$ cat src/rtl/irv_ram.sv
`timescale 1ns / 1ps
// ----------------------------------------------------------------------------
// irv_ram: generic single-port RAM
// One address per cycle, read every cycle and written when we is high; read data is registered.
// ----------------------------------------------------------------------------
module irv_ram #(
	parameter int Width = 8,
	parameter int Depth = 16
) (
	input  logic                     clk,
	input  logic                     we,
	input  logic [$clog2(Depth)-1:0] addr,
	input  logic [Width-1:0]         wdata,
	output logic [Width-1:0]         rdata
);
	logic [Width-1:0] mem_q [Depth];

	always_ff @(posedge clk) begin
		if (we) begin
			mem_q[addr] <= wdata;
		end
		rdata <= mem_q[addr];
	end
endmodule

$ cat config.mk
export PLATFORM = sky130hd
export DESIGN_NAME = irv_ram
export DESIGN_NICKNAME = d
export VERILOG_FILES = /design/src/rtl/irv_ram.sv
export SDC_FILE = /design/constraint.sdc
export NUM_CORES = 1
export LEC_CHECK = 0
export ABC_AREA = 1
export BUFFER_PORTS_ARGS = -buffer_cell sky130_fd_sc_hd__buf_2
export CAP_MARGIN = 30
export CORE_MARGIN = 4
export CORE_UTILIZATION = 45
export CTS_BUF_LIST = sky130_fd_sc_hd__clkbuf_8
export CTS_CLUSTER_SIZE = 25
export DETAILED_ROUTE_END_ITERATION = 16
export PLACE_DENSITY = 0.67
export SETUP_SLACK_MARGIN = 0.4
export SKIP_LAST_GASP = 1
export SLEW_MARGIN = 20
export SYNTH_ARGS = -nofsm -noshare
export SYNTH_HDL_FRONTEND = slang
export SYNTH_SLANG_ARGS = --single-unit
export TNS_END_PERCENT = 100
$ cat constraint.sdc
create_clock -name clk -period 4.3 [get_ports clk]
set_clock_uncertainty 0.05 [all_clocks]
set_input_delay 0.43 -clock clk [delete_from_list [all_inputs] [get_ports clk]]
set_output_delay 0.43 -clock clk [all_outputs]
set_load 0.1 [all_outputs]
==> metrics <==
Tot Pwr 2626 uW; worst reg2reg startpoint mem_q[12][2]$_DFFE_PP_; area leader, netlist edfxtp_1; worst-path maximum fanout 35; Post-Syn Instances 548; Post-DP Area 5807 um^2; reg-to-reg slack, setup 3.16 ns; Slowest-stage cell, CP clkinv_1; Die W 119.5 um; Slew Viols, Final 0; Seq/Total Area, Yosys 71.59%; Worst Setup EP mem_q[4][5]$_DFFE_PP_; 1st-iter DRT viols 212; hold wc startpoint wdata[0]; Seq cells post-synth 136; initial antenna violation count 0; Reg2Reg Depth 8; vias 3583; # DRC 0; CTS clock-pin slew for the worst setup and hold paths 0.07 ns; Tcrit/Tclk final 58.41%; Synth area leaders edfxtp_1 69%, nand2_1 23%, dfxtp_1 2.9%, inv_1 1.4%, nor2_1 1.2%; Pwr per Cell Area 427.0 nW/um^2; final instance area 6148 um^2; area grow syn2layout 9.933%; DR pass1 iterations 4; drt total wl 12020 um; net count reported at finish 583; CP startpoint kind input pin; first-pass GRT wire length 18770 um; detailed placer's ending HPWL 7680 um; Max VDD drop 0.2414 mV; CTS Buf Count 17; number of vias per cell 4.777; routed len/inst 16.03 um; vias in the first global route 3609; Mapped Nets 562; final setup fails 0; Top FF cell, synth edfxtp_1; TritonCTS clock tree done; core box area 12110 um^2; Synth Area per Inst 10.21 um^2; Fmax 0.3982 GHz; Sink Count 136; IO Port Bufs 21; Hold/Removal Path Class in2reg; GP Congestion 0.8721; setup_tns 0 ns; gr usage total 18.03%; max cap viols 0; WS Path Type in2reg; number of antenna diodes 0; Period minus WS final 2.512 ns; Worst slew margin 43.05%; Data required, critical path 4.39 ns; CP peak stage delay 0.88 ns; post-CTS sizing 0; Netlist cell types 11; EDFF count, synth 128; CTS Buffer Depth 2; crit end category flip-flop; # hold bufs at CTS 0; synth cell count leaders 346 x nand2_1, 128 x edfxtp_1, 21 x inv_1, 18 x nor2_1, 12 x buf_2; Die ar. 14280 um^2; Worst Setup SP addr[1]; actual slew at the worst max-slew pin 0.8490 ns; count leader, synth nand2_1; final hold vios 0; gr ovfl total 0; Synth top area share 68.72%; arrival time at the worst endpoint 2.61 ns; Worst R2R End rdata[2]$_DFF_P_; Die Span Y 119.5 um; fraction of layout cells with a size suffix above 1 8.247%; FFs w/ async S/R, synth 0%; postcts setup bufs 0; Ys Warns 0; largest net degree at the start of global routing 43; Leak 0.002642 uW; Clk Latency, worst-skew pair 0.44 ns; clk root buf clkbuf_8; status finished, final reports clean; # IOs 22; final antenna-violating net count 0; RSZ-0062 raised after global routing false; CTS H-tree depth 4; Initial Util 46.18%; row count 40; Cell Area, Synth 5593 um^2; crit-path cells buf_2, clkinv_1, nand3_1, nor2_1
## metrics by stage
step / setup slack [ns] / cells / utilization [%] / hold WS (ns)
after CTS: 1.846 / 750 / 50.76 / 0.3563
after global placement: 1.466 / 718 / 47.94 / 0.6517
after detailed placement: 1.374 / 718 / 47.94 / 0.6460
after global routing: 1.621 / 750 / 50.76 / 0.3635
final: 1.788 / 750 / 50.76 / 0.3848
after floorplan: 2.443 / 548 / - / 0.4789
## power breakdown
group	leakage (uW)	internal [uW]	total (uW)	switching [uW]
combinational	0.00121	44.2	234	190
clock	0.000205	466	903	437
sequential	0.00122	1480	1490	7.37
total	0.00264	1990	2630	634
## critical path: cells and delay by family
kind | cells | cell delay (ns)
buffers and inverters | 2 | 1.38
AND/OR/NAND/NOR | 2 | 0.76
## kinds of logic (layout without fill, tap and decap cells)
kind of cell           count (synthesis)  in the layout  share of synthesized area [%]
buffers and inverters                 44             78                          3.624
flip-flops                           136            136                          71.59
AND/OR/NAND/NOR                      368            368                          24.79
## cell type report
type,instances,area [um^2]
clock buffer,19,261.5
inverter,23,86.33
multi-input combinational,368,1386
timing repair buffer,23,120.1
clock inverter,13,80.08
fill,1112,5963
tap,168,210.2
sequential,136,4004
## routing by layer
metal  track usage [%]  vias to the layer above  wire length (um)
li1                  -                     1789                 -
met1             21.03                     1670              4904
met2             30.97                      109              6126
met3             4.368                       15               736
met4             9.091                        0               254
met5                 0                        -                 0
## worst min path at each step
stage                                       end  slack (ns)  depth (start not counted)
after floorplan           mem_q[0][0]$_DFFE_PP_        0.48                          0
after global placement         rdata[5]$_DFF_P_        0.65                          8
after detailed placement       rdata[3]$_DFF_P_        0.65                          8
after CTS                 mem_q[9][5]$_DFFE_PP_        0.36                          1
after global routing      mem_q[5][5]$_DFFE_PP_        0.36                          1
final                     mem_q[3][0]$_DFFE_PP_        0.38                          1
## placed cells by master (no fill, tap or decap)
master,Yosys,routed
nand3_1,4,4
buf_4,6,2
inv_1,21,28
edfxtp_1,128,128
dfxtp_1,8,8
buf_2,12,21
bufinv_16,0,1
inv_2,1,1
clkinv_2,0,4
nor2_1,18,18
nand2_1,346,346
clkbuf_8,0,19
clkinv_1,1,2
## sequential cells by signal (all words and copies together), names as in the netlist
| name | count |
|---|---|
| mem_q | 128 |
| rdata | 8 |
Power figures use the tool's default switching activity.
